### config.mk
export PLATFORM = sky130hd
export DESIGN_NAME = uart_register_block_with_fifos_core_flat
export DESIGN_NICKNAME = d
export VERILOG_FILES = /design/src/hdl/urbf_pkg.sv /design/src/hdl/urbf_if.sv /design/src/hdl/uart_register_block_with_fifos_core.sv /design/src/hdl/urbf_ram.sv /design/src/flat_wrapper.sv
export SDC_FILE = /design/constraint.sdc
export NUM_CORES = 1
export LEC_CHECK = 0
export ABC_AREA = 1
export BUFFER_PORTS_ARGS = -buffer_cell sky130_fd_sc_hd__buf_4
export CAP_MARGIN = 20
export CORE_MARGIN = 2
export CORE_UTILIZATION = 50
export CTS_CLUSTER_DIAMETER = 40
export DETAILED_ROUTE_END_ITERATION = 8
export PLACE_DENSITY = 0.67
export SETUP_SLACK_MARGIN = 0.2
export SKIP_LAST_GASP = 1
export SLEW_MARGIN = 20
export SYNTH_ARGS = -nofsm -noshare
export SYNTH_HDL_FRONTEND = slang
export SYNTH_SLANG_ARGS = --single-unit
export TNS_END_PERCENT = 30
### constraint.sdc
create_clock -name clock -period 3.6 [get_ports clock]
set_input_delay 0.9 -clock clock [delete_from_list [all_inputs] [get_ports clock]]
set_output_delay 0.9 -clock clock [all_outputs]
set_load 0.1 [all_outputs]
### src/hdl/urbf_pkg.sv
// urbf_pkg: shared constants and sizes of the uart register block
// no dependencies; imported by the channel interfaces, the core and the checker
`timescale 1ns / 1ps

package urbf_pkg;

   localparam int FIFO_DEPTH = 16;
   localparam int PTR_W      = (FIFO_DEPTH > 1) ? $clog2(FIFO_DEPTH) : 1;
   localparam int CNT_W      = $clog2(FIFO_DEPTH + 1);
   localparam int SUM_W      = CNT_W + 1;

   localparam int OP_W   = 2;
   localparam int SEL_W  = 4;
   localparam int DATA_W = 16;
   localparam int BYTE_W = 8;

   // op codes
   localparam logic [OP_W-1:0] OP_BUS_READ  = 2'd0;
   localparam logic [OP_W-1:0] OP_BUS_WRITE = 2'd1;
   localparam logic [OP_W-1:0] OP_LINE_RX   = 2'd2;
   localparam logic [OP_W-1:0] OP_LINE_TX   = 2'd3;

   // register selects
   localparam logic [SEL_W-1:0] SEL_DATA   = 4'd0;
   localparam logic [SEL_W-1:0] SEL_FLAGS  = 4'd1;
   localparam logic [SEL_W-1:0] SEL_IBRD   = 4'd2;
   localparam logic [SEL_W-1:0] SEL_FBRD   = 4'd3;
   localparam logic [SEL_W-1:0] SEL_LCR    = 4'd4;
   localparam logic [SEL_W-1:0] SEL_CTRL   = 4'd5;
   localparam logic [SEL_W-1:0] SEL_MASK   = 4'd6;
   localparam logic [SEL_W-1:0] SEL_MIS    = 4'd7;
   localparam logic [SEL_W-1:0] SEL_CLEAR  = 4'd8;

   // register widths
   localparam int FBRD_W = 6;
   localparam int LCR_W  = 8;
   localparam int MASK_W = 11;

   // bit positions
   localparam int FLAG_TXFE_BIT = 7;
   localparam int FLAG_RXFF_BIT = 6;
   localparam int FLAG_TXFF_BIT = 5;
   localparam int FLAG_RXFE_BIT = 4;
   localparam int FLAG_BUSY_BIT = 3;
   localparam int CTRL_EN_BIT   = 0;
   localparam int CTRL_TXE_BIT  = 8;
   localparam int CTRL_RXE_BIT  = 9;
   localparam int INT_RX_BIT    = 4;

   localparam logic [DATA_W-1:0] CTRL_RESET = 16'h0300;

endpackage

### src/hdl/urbf_if.sv
// urbf_req_if, urbf_rsp_if: valid/ready channels of the uart register block
// depends on urbf_pkg
`timescale 1ns / 1ps

interface urbf_req_if;
   import urbf_pkg::*;

   logic              valid;
   logic              ready;
   logic [OP_W-1:0]   op;
   logic [SEL_W-1:0]  reg_select;
   logic [DATA_W-1:0] write_data;
   logic [BYTE_W-1:0] rx_byte;

   modport source (output valid, op, reg_select, write_data, rx_byte, input ready);
   modport sink   (input valid, op, reg_select, write_data, rx_byte, output ready);
endinterface

interface urbf_rsp_if;
   import urbf_pkg::*;

   logic              valid;
   logic              ready;
   logic [DATA_W-1:0] read_data;
   logic              tx_valid;
   logic [BYTE_W-1:0] tx_byte;
   logic              irq;

   modport source (output valid, read_data, tx_valid, tx_byte, irq, input ready);
   modport sink   (input valid, read_data, tx_valid, tx_byte, irq, output ready);
endinterface

### src/hdl/uart_register_block_with_fifos_core.sv
// uart_register_block_with_fifos_core: register side of a uart with tx and rx fifos
// depends on urbf_pkg, urbf_req_if/urbf_rsp_if and urbf_ram
//
//   channel   dir   words carried
//   req_ch    in    op, reg_select, write_data, rx_byte
//   rsp_ch    out   read_data, tx_valid, tx_byte, irq
//
// one word per cycle while rsp_ch is not stalled; a result appears in the cycle after its word is taken
// counts, pointers and registers update at accept; fifo bytes come from the
// registered ram read port, loaded at the pop. no clearing pass after reset.
// req_ch.ready drops only while a result waits on a stalled rsp_ch
`timescale 1ns / 1ps

module uart_register_block_with_fifos_core (
   input logic        clock,
   input logic        reset,
   urbf_req_if.sink   req_ch,
   urbf_rsp_if.source rsp_ch
);
   import urbf_pkg::*;

   logic [CNT_W-1:0]  tx_count_ff, tx_count_in, rx_count_ff, rx_count_in;
   logic [PTR_W-1:0]  tx_ptr_ff, tx_ptr_in, rx_ptr_ff, rx_ptr_in;
   logic [DATA_W-1:0] ctrl_ff, ctrl_in, ibrd_ff, ibrd_in;
   logic [FBRD_W-1:0] fbrd_ff, fbrd_in;
   logic [LCR_W-1:0]  lcr_ff, lcr_in;
   logic [MASK_W-1:0] mask_ff, mask_in;
   logic              raw_ff, raw_in;

   // result stage
   logic              out_valid_ff, out_valid_in;
   logic [DATA_W-1:0] out_data_ff, out_data_in;
   logic              out_rx_ff, out_rx_in;
   logic              out_tx_ff, out_tx_in;
   logic              out_irq_ff, out_irq_in;

   logic              fire;
   logic              tx_en, rx_en;
   logic              tx_push, tx_pop, rx_push, rx_pop;
   logic [PTR_W-1:0]  tx_wr_addr, rx_wr_addr;
   logic [BYTE_W-1:0] tx_rd_data, rx_rd_data;
   logic [DATA_W-1:0] flags, rd_value;

   function automatic logic [PTR_W-1:0] ptr_inc(input logic [PTR_W-1:0] p);
      logic [PTR_W-1:0] r;
      r = (p == PTR_W'(FIFO_DEPTH - 1)) ? '0 : p + 1'b1;
      return r;
   endfunction

   function automatic logic [PTR_W-1:0] wr_slot(input logic [PTR_W-1:0] p,
                                                input logic [CNT_W-1:0] c);
      logic [SUM_W-1:0] s;
      s = SUM_W'(p) + SUM_W'(c);
      if (s >= SUM_W'(FIFO_DEPTH)) begin
         s = s - SUM_W'(FIFO_DEPTH);
      end
      return s[PTR_W-1:0];
   endfunction

   assign fire         = req_ch.valid && req_ch.ready;
   assign req_ch.ready = !out_valid_ff || rsp_ch.ready;

   assign tx_en = ctrl_ff[CTRL_EN_BIT] && ctrl_ff[CTRL_TXE_BIT];
   assign rx_en = ctrl_ff[CTRL_EN_BIT] && ctrl_ff[CTRL_RXE_BIT];

   assign tx_push = fire && req_ch.op == OP_BUS_WRITE && req_ch.reg_select == SEL_DATA
                    && tx_en && tx_count_ff < CNT_W'(FIFO_DEPTH);
   assign tx_pop  = fire && req_ch.op == OP_LINE_TX && tx_en && tx_count_ff != '0;
   assign rx_push = fire && req_ch.op == OP_LINE_RX && rx_en
                    && rx_count_ff < CNT_W'(FIFO_DEPTH);
   assign rx_pop  = fire && req_ch.op == OP_BUS_READ && req_ch.reg_select == SEL_DATA
                    && rx_count_ff != '0;

   assign tx_wr_addr = wr_slot(tx_ptr_ff, tx_count_ff);
   assign rx_wr_addr = wr_slot(rx_ptr_ff, rx_count_ff);

   // one op per word, so a push and a pop never hit the same fifo in one cycle
   urbf_ram #(.WIDTH(BYTE_W), .DEPTH(FIFO_DEPTH)) u_tx_ram (
      .clock   (clock),
      .wr_en   (tx_push),
      .wr_addr (tx_wr_addr),
      .wr_data (req_ch.write_data[BYTE_W-1:0]),
      .rd_en   (tx_pop),
      .rd_addr (tx_ptr_ff),
      .rd_data (tx_rd_data)
   );

   urbf_ram #(.WIDTH(BYTE_W), .DEPTH(FIFO_DEPTH)) u_rx_ram (
      .clock   (clock),
      .wr_en   (rx_push),
      .wr_addr (rx_wr_addr),
      .wr_data (req_ch.rx_byte),
      .rd_en   (rx_pop),
      .rd_addr (rx_ptr_ff),
      .rd_data (rx_rd_data)
   );

   always_comb begin
      flags = '0;
      flags[FLAG_TXFE_BIT] = (tx_count_ff == '0);
      flags[FLAG_RXFF_BIT] = (rx_count_ff >= CNT_W'(FIFO_DEPTH));
      flags[FLAG_TXFF_BIT] = (tx_count_ff >= CNT_W'(FIFO_DEPTH));
      flags[FLAG_RXFE_BIT] = (rx_count_ff == '0);
      flags[FLAG_BUSY_BIT] = (tx_count_ff != '0);
   end

   always_comb begin
      rd_value = '0;
      unique case (req_ch.reg_select)
         SEL_FLAGS: rd_value = flags;
         SEL_IBRD:  rd_value = ibrd_ff;
         SEL_FBRD:  rd_value = DATA_W'(fbrd_ff);
         SEL_LCR:   rd_value = DATA_W'(lcr_ff);
         SEL_CTRL:  rd_value = ctrl_ff;
         SEL_MASK:  rd_value = DATA_W'(mask_ff);
         SEL_MIS:   rd_value[INT_RX_BIT] = raw_ff && mask_ff[INT_RX_BIT];
         default:   rd_value = '0;
      endcase
   end

   always_comb begin
      tx_count_in  = tx_count_ff;
      rx_count_in  = rx_count_ff;
      tx_ptr_in    = tx_ptr_ff;
      rx_ptr_in    = rx_ptr_ff;
      ctrl_in      = ctrl_ff;
      ibrd_in      = ibrd_ff;
      fbrd_in      = fbrd_ff;
      lcr_in       = lcr_ff;
      mask_in      = mask_ff;
      raw_in       = raw_ff;
      out_valid_in = out_valid_ff && !rsp_ch.ready;
      out_data_in  = out_data_ff;
      out_rx_in    = out_rx_ff;
      out_tx_in    = out_tx_ff;
      out_irq_in   = out_irq_ff;

      if (tx_push) begin
         tx_count_in = tx_count_ff + 1'b1;
      end
      if (tx_pop) begin
         tx_count_in = tx_count_ff - 1'b1;
         tx_ptr_in   = ptr_inc(tx_ptr_ff);
      end
      if (rx_push) begin
         rx_count_in = rx_count_ff + 1'b1;
      end
      if (rx_pop) begin
         rx_count_in = rx_count_ff - 1'b1;
         rx_ptr_in   = ptr_inc(rx_ptr_ff);
      end

      if (fire) begin
         unique case (req_ch.op)
            OP_BUS_READ:  ;
            OP_BUS_WRITE: begin
               unique case (req_ch.reg_select)
                  SEL_IBRD:  ibrd_in = req_ch.write_data;
                  SEL_FBRD:  fbrd_in = req_ch.write_data[FBRD_W-1:0];
                  SEL_LCR:   lcr_in  = req_ch.write_data[LCR_W-1:0];
                  SEL_CTRL:  ctrl_in = req_ch.write_data;
                  SEL_MASK:  mask_in = req_ch.write_data[MASK_W-1:0];
                  SEL_CLEAR: if (req_ch.write_data[INT_RX_BIT]) raw_in = 1'b0;
                  default:   ;
               endcase
            end
            OP_LINE_RX:   if (rx_en) raw_in = 1'b1;
            OP_LINE_TX:   ;
         endcase

         out_valid_in = 1'b1;
         out_data_in  = (req_ch.op == OP_BUS_READ) ? rd_value : '0;
         out_rx_in    = rx_pop;
         out_tx_in    = tx_pop;
         out_irq_in   = raw_in && mask_in[INT_RX_BIT];
      end
   end

   always_ff @(posedge clock) begin
      if (reset) begin
         tx_count_ff  <= '0;
         rx_count_ff  <= '0;
         tx_ptr_ff    <= '0;
         rx_ptr_ff    <= '0;
         ctrl_ff      <= CTRL_RESET;
         ibrd_ff      <= '0;
         fbrd_ff      <= '0;
         lcr_ff       <= '0;
         mask_ff      <= '0;
         raw_ff       <= 1'b0;
         out_valid_ff <= 1'b0;
      end else begin
         tx_count_ff  <= tx_count_in;
         rx_count_ff  <= rx_count_in;
         tx_ptr_ff    <= tx_ptr_in;
         rx_ptr_ff    <= rx_ptr_in;
         ctrl_ff      <= ctrl_in;
         ibrd_ff      <= ibrd_in;
         fbrd_ff      <= fbrd_in;
         lcr_ff       <= lcr_in;
         mask_ff      <= mask_in;
         raw_ff       <= raw_in;
         out_valid_ff <= out_valid_in;
      end
      out_data_ff <= out_data_in;
      out_rx_ff   <= out_rx_in;
      out_tx_ff   <= out_tx_in;
      out_irq_ff  <= out_irq_in;
   end

   assign rsp_ch.valid     = out_valid_ff;
   assign rsp_ch.read_data = out_rx_ff ? DATA_W'(rx_rd_data) : out_data_ff;
   assign rsp_ch.tx_valid  = out_tx_ff;
   assign rsp_ch.tx_byte   = out_tx_ff ? tx_rd_data : '0;
   assign rsp_ch.irq       = out_irq_ff;

endmodule

### src/hdl/urbf_ram.sv
// urbf_ram: generic single-clock ram, one write and one registered read port
// no dependencies
`timescale 1ns / 1ps

module urbf_ram #(
   parameter int WIDTH = 8,
   parameter int DEPTH = 16,
   parameter int ADDR_W = (DEPTH > 1) ? $clog2(DEPTH) : 1
) (
   input  logic              clock,
   input  logic              wr_en,
   input  logic [ADDR_W-1:0] wr_addr,
   input  logic [WIDTH-1:0]  wr_data,
   input  logic              rd_en,
   input  logic [ADDR_W-1:0] rd_addr,
   output logic [WIDTH-1:0]  rd_data
);

   logic [WIDTH-1:0] mem_ff [DEPTH];
   logic [WIDTH-1:0] rd_data_ff;

   always_ff @(posedge clock) begin
      if (wr_en) begin
         mem_ff[wr_addr] <= wr_data;
      end
      if (rd_en) begin
         rd_data_ff <= mem_ff[rd_addr];
      end
   end

   assign rd_data = rd_data_ff;

endmodule

### src/flat_wrapper.sv
// flat-port wrapper written by rule: the top's interface ports become plain ports
module uart_register_block_with_fifos_core_flat import urbf_pkg::*;
  (clock, reset, req_ch_valid, req_ch_op, req_ch_reg_select, req_ch_write_data, req_ch_rx_byte, req_ch_ready, rsp_ch_valid, rsp_ch_read_data, rsp_ch_tx_valid, rsp_ch_tx_byte, rsp_ch_irq, rsp_ch_ready);
  urbf_req_if req_ch_i ();
  urbf_rsp_if rsp_ch_i ();
  input logic clock;
  input logic reset;
  input wire logic [$bits(req_ch_i.valid)-1:0] req_ch_valid;
  input wire logic [$bits(req_ch_i.op)-1:0] req_ch_op;
  input wire logic [$bits(req_ch_i.reg_select)-1:0] req_ch_reg_select;
  input wire logic [$bits(req_ch_i.write_data)-1:0] req_ch_write_data;
  input wire logic [$bits(req_ch_i.rx_byte)-1:0] req_ch_rx_byte;
  output wire logic [$bits(req_ch_i.ready)-1:0] req_ch_ready;
  output wire logic [$bits(rsp_ch_i.valid)-1:0] rsp_ch_valid;
  output wire logic [$bits(rsp_ch_i.read_data)-1:0] rsp_ch_read_data;
  output wire logic [$bits(rsp_ch_i.tx_valid)-1:0] rsp_ch_tx_valid;
  output wire logic [$bits(rsp_ch_i.tx_byte)-1:0] rsp_ch_tx_byte;
  output wire logic [$bits(rsp_ch_i.irq)-1:0] rsp_ch_irq;
  input wire logic [$bits(rsp_ch_i.ready)-1:0] rsp_ch_ready;
  assign req_ch_i.valid = req_ch_valid;
  assign req_ch_i.op = req_ch_op;
  assign req_ch_i.reg_select = req_ch_reg_select;
  assign req_ch_i.write_data = req_ch_write_data;
  assign req_ch_i.rx_byte = req_ch_rx_byte;
  assign req_ch_ready = req_ch_i.ready;
  assign rsp_ch_valid = rsp_ch_i.valid;
  assign rsp_ch_read_data = rsp_ch_i.read_data;
  assign rsp_ch_tx_valid = rsp_ch_i.tx_valid;
  assign rsp_ch_tx_byte = rsp_ch_i.tx_byte;
  assign rsp_ch_irq = rsp_ch_i.irq;
  assign rsp_ch_i.ready = rsp_ch_ready;
  uart_register_block_with_fifos_core u_core (.clock(clock), .reset(reset), .req_ch(req_ch_i), .rsp_ch(rsp_ch_i));
endmodule
Word-level counts from Yosys, hierarchy flattened
Memories as Yosys holds them, arrays and structs flattened. A register that Yosys moved wholly into a read port is not among the register bits.
Index checks and enable logic that the tools add are counted.
Word-level totals
  bits of input ports: 34
  register bits after elaboration: 96
  word-level logic and storage cells: 110
  RAM bits: 256
  output and inout port bits: 28
  memories: 2
Operators by class
  add/subtract/negate cells: 10
  reductions and logical operators: 35
  equality and inequality tests: 15
  order comparisons: 6
  multiplexer cells: 26
Memories
  u_core.u_rx_ram.mem_ff: words 16, bits a word 8, read ports 1, clocked after memory_dff 1, wr ports 1, RTL line urbf_ram.sv:19  | logic [WIDTH-1:0] mem_ff [DEPTH];
  u_core.u_tx_ram.mem_ff: words 16, bits a word 8, read ports 1, clocked after memory_dff 1, wr ports 1, RTL line urbf_ram.sv:19
Operators by type and width (count)
  $pmux W11 S6: 1
  $mux W11: 3
  $pmux W4 S6: 1
  $mux W5: 4
  $logic_and A1 B1 Y1: 19
  $eq A4 B3 Y1 const B: 4
  $mux W16: 1
  $mux W4: 4
  $reduce_and A3 Y1: 5
  $add A4 B5 Y6: 2
  $eq A4 B4 Y1 const B: 3
  $ge A6 B5 Y1 const B: 2
  $add A5 B1 Y5 const B: 2
  $ge A5 B5 Y1 const B: 2
  $logic_not A5 Y1: 2
  $lt A5 B5 Y1 const B: 2
  $reduce_bool A5 Y1: 2
  $sub A5 B1 Y5 const B: 2
  $mux W1: 9
  $add A4 B1 Y4 const B: 2
  $eq A4 B2 Y1 const B: 2
  $mux W8: 1
  $sub A4 B1 Y4 const B: 2
  $pmux W1 S7: 1
  10 further kinds: 14

Depth between registers and ports, before layout
  depth in word-level cells: 9
  mapped depth: 17
  gate-level depth less buffers: 17

By module
Synthesis repeated with hierarchy kept, for this count alone.
Second synthesis, totals
  cells, all modules: 1754
  area total of the unflattened synthesis: 16575.9 µm²
Modules (own cells, without submodules)
  urbf_ram: area an instance 5846.9 µm², cells each 551, times used 2, sequential area each 4083.9 µm²
  uart_register_block_with_fifos_core: area an instance 4882.2 µm², cells each 652, times used 1, sequential area each 2112.0 µm²

Worst setup path after synthesis
OpenSTA, ideal clock, no wires.
  kind: register -> register
  from: reg u_core.out_valid_ff, in the netlist u_core.rsp_ch.valid
  to: reg u_core.rx_count_ff[4]
  data required time: 3.472 ns
  buffers on the path: 0
  library setup time: 0.128 ns
  clock period less this slack: 2.994 ns
  slack: 0.606 ns
  cell stages (with the launch flop): 12
  data arrival time: 2.866 ns
  cell sequence: dfxtp_1 nand2_4 nand2_4 nor2_1 nand3_2 inv_2 fa_1 a21oi_1 o21bai_1 nand3_1 nor3b_1 a211oi_1
Between the ends
  word-level cells in the longest chain between the ends: 7
  elaborated cells between the ends (all ways): 11
  classes of those cells: mux (1); reduce/logical (10)
RTL lines
  start, declared: RTL line uart_register_block_with_fifos_core.sv:31  | logic out_valid_ff, out_valid_in;
  start signal, assigned: RTL line uart_register_block_with_fifos_core.sv:203  | out_valid_ff <= out_valid_in;
  $logic_not A1 Y1 *: RTL line uart_register_block_with_fifos_core.sv:61  | assign req_ch.ready = !out_valid_ff || rsp_ch.ready;
  $logic_or A1 B1 Y1 *: RTL line uart_register_block_with_fifos_core.sv:61
  named net req_ch_ready: RTL line flat_wrapper.sv:13  | output wire logic [$bits(req_ch_i.ready)-1:0] req_ch_ready;
  $logic_and A1 B1 Y1 *: RTL line uart_register_block_with_fifos_core.sv:60  | assign fire = req_ch.valid && req_ch.ready;
  $logic_and A1 B1 Y1 * (2 in series): RTL line uart_register_block_with_fifos_core.sv:71  | assign rx_pop = fire && req_ch.op == OP_BUS_READ && req_ch.reg_select == SEL_DATA
  $logic_and A1 B1 Y1 *: RTL line uart_register_block_with_fifos_core.sv:72  | && rx_count_ff != '0;
  named net u_core.rx_pop: RTL line uart_register_block_with_fifos_core.sv:39  | logic tx_push, tx_pop, rx_push, rx_pop;
  $mux W5 / $reduce_bool A2 Y1 (equally long branches)
  end signal, assigned: RTL line uart_register_block_with_fifos_core.sv:194  | rx_count_ff <= rx_count_in;
  end, declared: RTL line uart_register_block_with_fifos_core.sv:22  | logic [CNT_W-1:0] tx_count_ff, tx_count_in, rx_count_ff, rx_count_in;
The timed path passes the listed nets; every way through them passes the cells marked *.
A chain may end at the register's enable or synchronous reset.

Final worst setup path
  from: reg u_core.out_rx_ff
  to: out rsp_ch_read_data[0]
Between the ends
  word-level cells in the longest chain between the ends: 1
RTL lines
  start, declared: RTL line uart_register_block_with_fifos_core.sv:33  | logic out_rx_ff, out_rx_in;
  start signal, assigned: RTL line uart_register_block_with_fifos_core.sv:206  | out_rx_ff <= out_rx_in;
  $mux W16: RTL line uart_register_block_with_fifos_core.sv:212  | assign rsp_ch.read_data = out_rx_ff ? DATA_W'(rx_rd_data) : out_data_ff;
  end, declared: RTL line flat_wrapper.sv:15  | output wire logic [$bits(rsp_ch_i.read_data)-1:0] rsp_ch_read_data;
Every way passes these cells.

==> impl_results.md <==
* Crit path kind: reg -> out
* CTS Sinks at 368
* Max-slew headroom at 40.2%
* Top cell family by delay on the critical path: flip-flops
* # diodes at 0
* Die span in y at 179 um
* Largest net degree at the start of global routing at 68
* Most common cell after layout, fill and taps aside: nor2_1
* Remaining antenna violation count at 0
* Vias in the first global route at 10.1k
* Lkg Pwr at 6.44 nW
* Fin. Hold Viols at 0
* Max_cap viols at 0
* 1st-pass router iterations at 6
* Final HPWL DP at 24000 um
* Starting Density at 50.5%
* Post-synth EDFFs at 291
* Critical-path cell list: mux2_2 > buf_4
* RSZ-0062 raised after global routing: false
* Vias per cell at 5.65
* HP Class: reg -> reg
* Distinct cells, synth at 45
* Fin. max-slew vios at 0
* Total grt overflow at 0
* Top FF cell, synth: edfxtp_1
* WP data required at about 2.7 ns
* Setup crit start kind: register
* Final instance area at approximately 18000 um2
* Final setup violation count at 0
* Warnings, synthesis at 0
* Net count, final at 1485
* Clk_lat worst skew at approximately 0.55 ns
* Row cnt at 64
* Initial detailed-routing violation count at 1162
* PD cells at between 500 and 600 nW/um2
* Slowest cell delay on critical path at between 0.7 and 0.8 ns
* Crit path capture type: output pin
* Worst-Margin Slew at 0.896 ns
* Final hold slack at ~0.44 ns
* Net count after synthesis at 1410
* CTS tree: built
* Largest cells by area after synthesis: edfxtp_1 (57%), dfxtp_1 (10%), nor2_1 (7.4%), o21ai_0 (4.3%), nand2_1 (2.8%)
* Setup_tns at 0 ns
* DRC at 0
* Critical Path Fanout Max at 16
* Synthesized cell area at 15400 um2
* F_max at 342 MHz
* Final Wtd Congestion at 0.890
* Total track usage at a little under a quarter
* Die area at about 32000 um2
* CTS buffer count at 46
* CP bufs+invs at 1
* CTS root buffer: clkbuf_16
* Post-synth top area share at 56.9%
* First-pass GRT wire length at about 56000 um
* Seq/Total Area, Yosys at between 60% and 70%
* Syn-to-layout area delta at 16.1%
* Area occupied by multi-input gates at roughly 4400 um2
* Clock Tree Buf Depth at 3
* Worst Path Arrival at 2.03 ns
* Fillcell total at roughly 2.5k
* I/O Buffers at between 60 and 70
* Clock skew at 0.0256 ns
* Status: completed
* Cell taking the most area after synthesis: edfxtp_1
* Share of cells above drive strength 1 at 13.9%
* Hold buffer count at CTS at 0
* WL final at 36900 um
* Detailed-route via count at 10.5k
* Initial antenna violation count at 0
* Asr flop ratio synth at 0%
* Die width at 179 um
* Most frequent cells in the layout: nor2_1 (301), edfxtp_1 (291), o21ai_0 (131)
* Post-CTS Setup Inserts at 0
* Period utilisation layout at between 80% and 90%
* Post-CTS Resized at 0
* DR WL/cell at 19.8 um
* Crit path time final at 2.93 ns
* I/O Pins at 62
* Syn_area_per_cell at 11.3 um2
* Synth Instances at 1356
* Synth Register Bits at approximately 370
* Clock-pin slew on the worst setup and hold paths at 0.06 ns
* H-tree depth at 2
* DP Area at 16200 um2
* Worst vdd ir at 0.458 mV
* Core ar. at 30400 um2
* Total Power at 0.00962 W
* Crit path max-delay cell type: edfxtp_1
* Sequential Area at 10300 um2
worst register-to-register path, cell delays in order, from the launching register on:
cell,delay (ns)
dfxtp_1,0.67
ha_1,0.37
a21oi_1,0.13
nand2_1,0.08
xor2_1,0.28
nand2_1,0.23
nor2_1,0.55
report_power, final:
part / internal (W) / total, W / switching (W)
clock: 0.00293 / 0.00471 / 0.00178
combinational: 0.0000646 / 0.000306 / 0.000241
sequential: 0.00459 / 0.00461 / 0.0000123
total: 0.00759 / 0.00962 / 0.00203
cell type report:
cell class | count | share of cell area, %
well taps | 396 | 2.78
flip-flops and latches | 368 | 57.6
clock buffers | 55 | 6.76
repair buffers | 89 | 3.74
multi-input cells | 826 | 24.8
clock inverters | 31 | 2.17
inverters | 100 | 2.12
through the flow:
step,setup WS [ns],util [%],cells
after detailed placement,0.448,53.4,1779
after global placement,0.502,53.4,1779
after floorplan,0.606,-,1356
after global routing,0.618,58.6,1865
final,0.674,58.6,1865
after CTS,0.639,58.6,1865
flip-flops by register name (all words and copies together), names as in the netlist, 4 cells and up:
register                 count
u_core.tx_count_ff           5
u_core.mask_ff              11
u_core.ibrd_ff              16
u_core.ctrl_ff              16
u_core.u_rx_ram.mem_ff     128
u_core.rx_ptr_ff             4
u_core.tx_ptr_ff             4
u_core.u_tx_ram.mem_ff     128
u_core.lcr_ff                8
u_core.rx_count_ff           5
u_core.out_data_ff          16
u_core.fbrd_ff               6
u_core.u_rx_ram.rd_data      8
u_core.u_tx_ram.rd_data      8
path summary, 6_finish.rpt:
path / startpoint / endpoint / slack (ns) / cells past startpoint
worst max-delay path: u_core.out_rx_ff / rsp_ch_read_data[0] / 0.67 / 2
worst min-delay path: u_core.ctrl_ff[2] / u_core.ctrl_ff[2] / 0.44 / 2
worst max register to register: u_core.rx_ptr_ff[2] / u_core.u_rx_ram.mem_ff[0][0] / 0.92 / 6
worst min register to register: u_core.ctrl_ff[2] / u_core.ctrl_ff[2] / 0.44 / 2
layer usage:
metal  GRT usage, %  part of all wire (%)  wire length (um)
met3           3.65                   6.2              2290
met1           30.8                    42             15500
met5              0                     0                 0
met4           5.98                   2.0               722
met2           39.7                    50             18400
kinds of logic after synthesis:
family / synth area share [%]
flip-flops: 66.9
AND/OR/NAND/NOR: 13.2
AO/OA/AOI/OAI: 11.3
multiplexers: 2.02
buffers and inverters: 4.30
XOR/XNOR: 0.513
adder cells (fa/ha/maj): 1.78
cell usage after synthesis (2+ instances only):
cell type,number
a211oi_1,3
a21oi_1,42
a221oi_1,4
a31oi_1,4
buf_1,5
buf_2,22
buf_4,2
buf_6,2
clkbuf_1,31
clkinv_1,4
dfxtp_1,77
edfxtp_1,291
fa_1,3
ha_1,17
inv_1,88
inv_2,7
mux2_2,8
mux2i_1,22
nand2_1,115
nand2_2,5
nand2_4,4
nand3_1,44
nand3_2,3
nor2_1,301
nor2_2,5
nor2_4,4
nor3_1,4
o211ai_1,15
o21ai_0,131
o21ai_1,3
o21bai_1,2
o221ai_1,22
o22ai_1,4
o32ai_1,44
xnor2_1,5
xor2_1,4
Note: power is estimated with default switching activity, not from simulation.
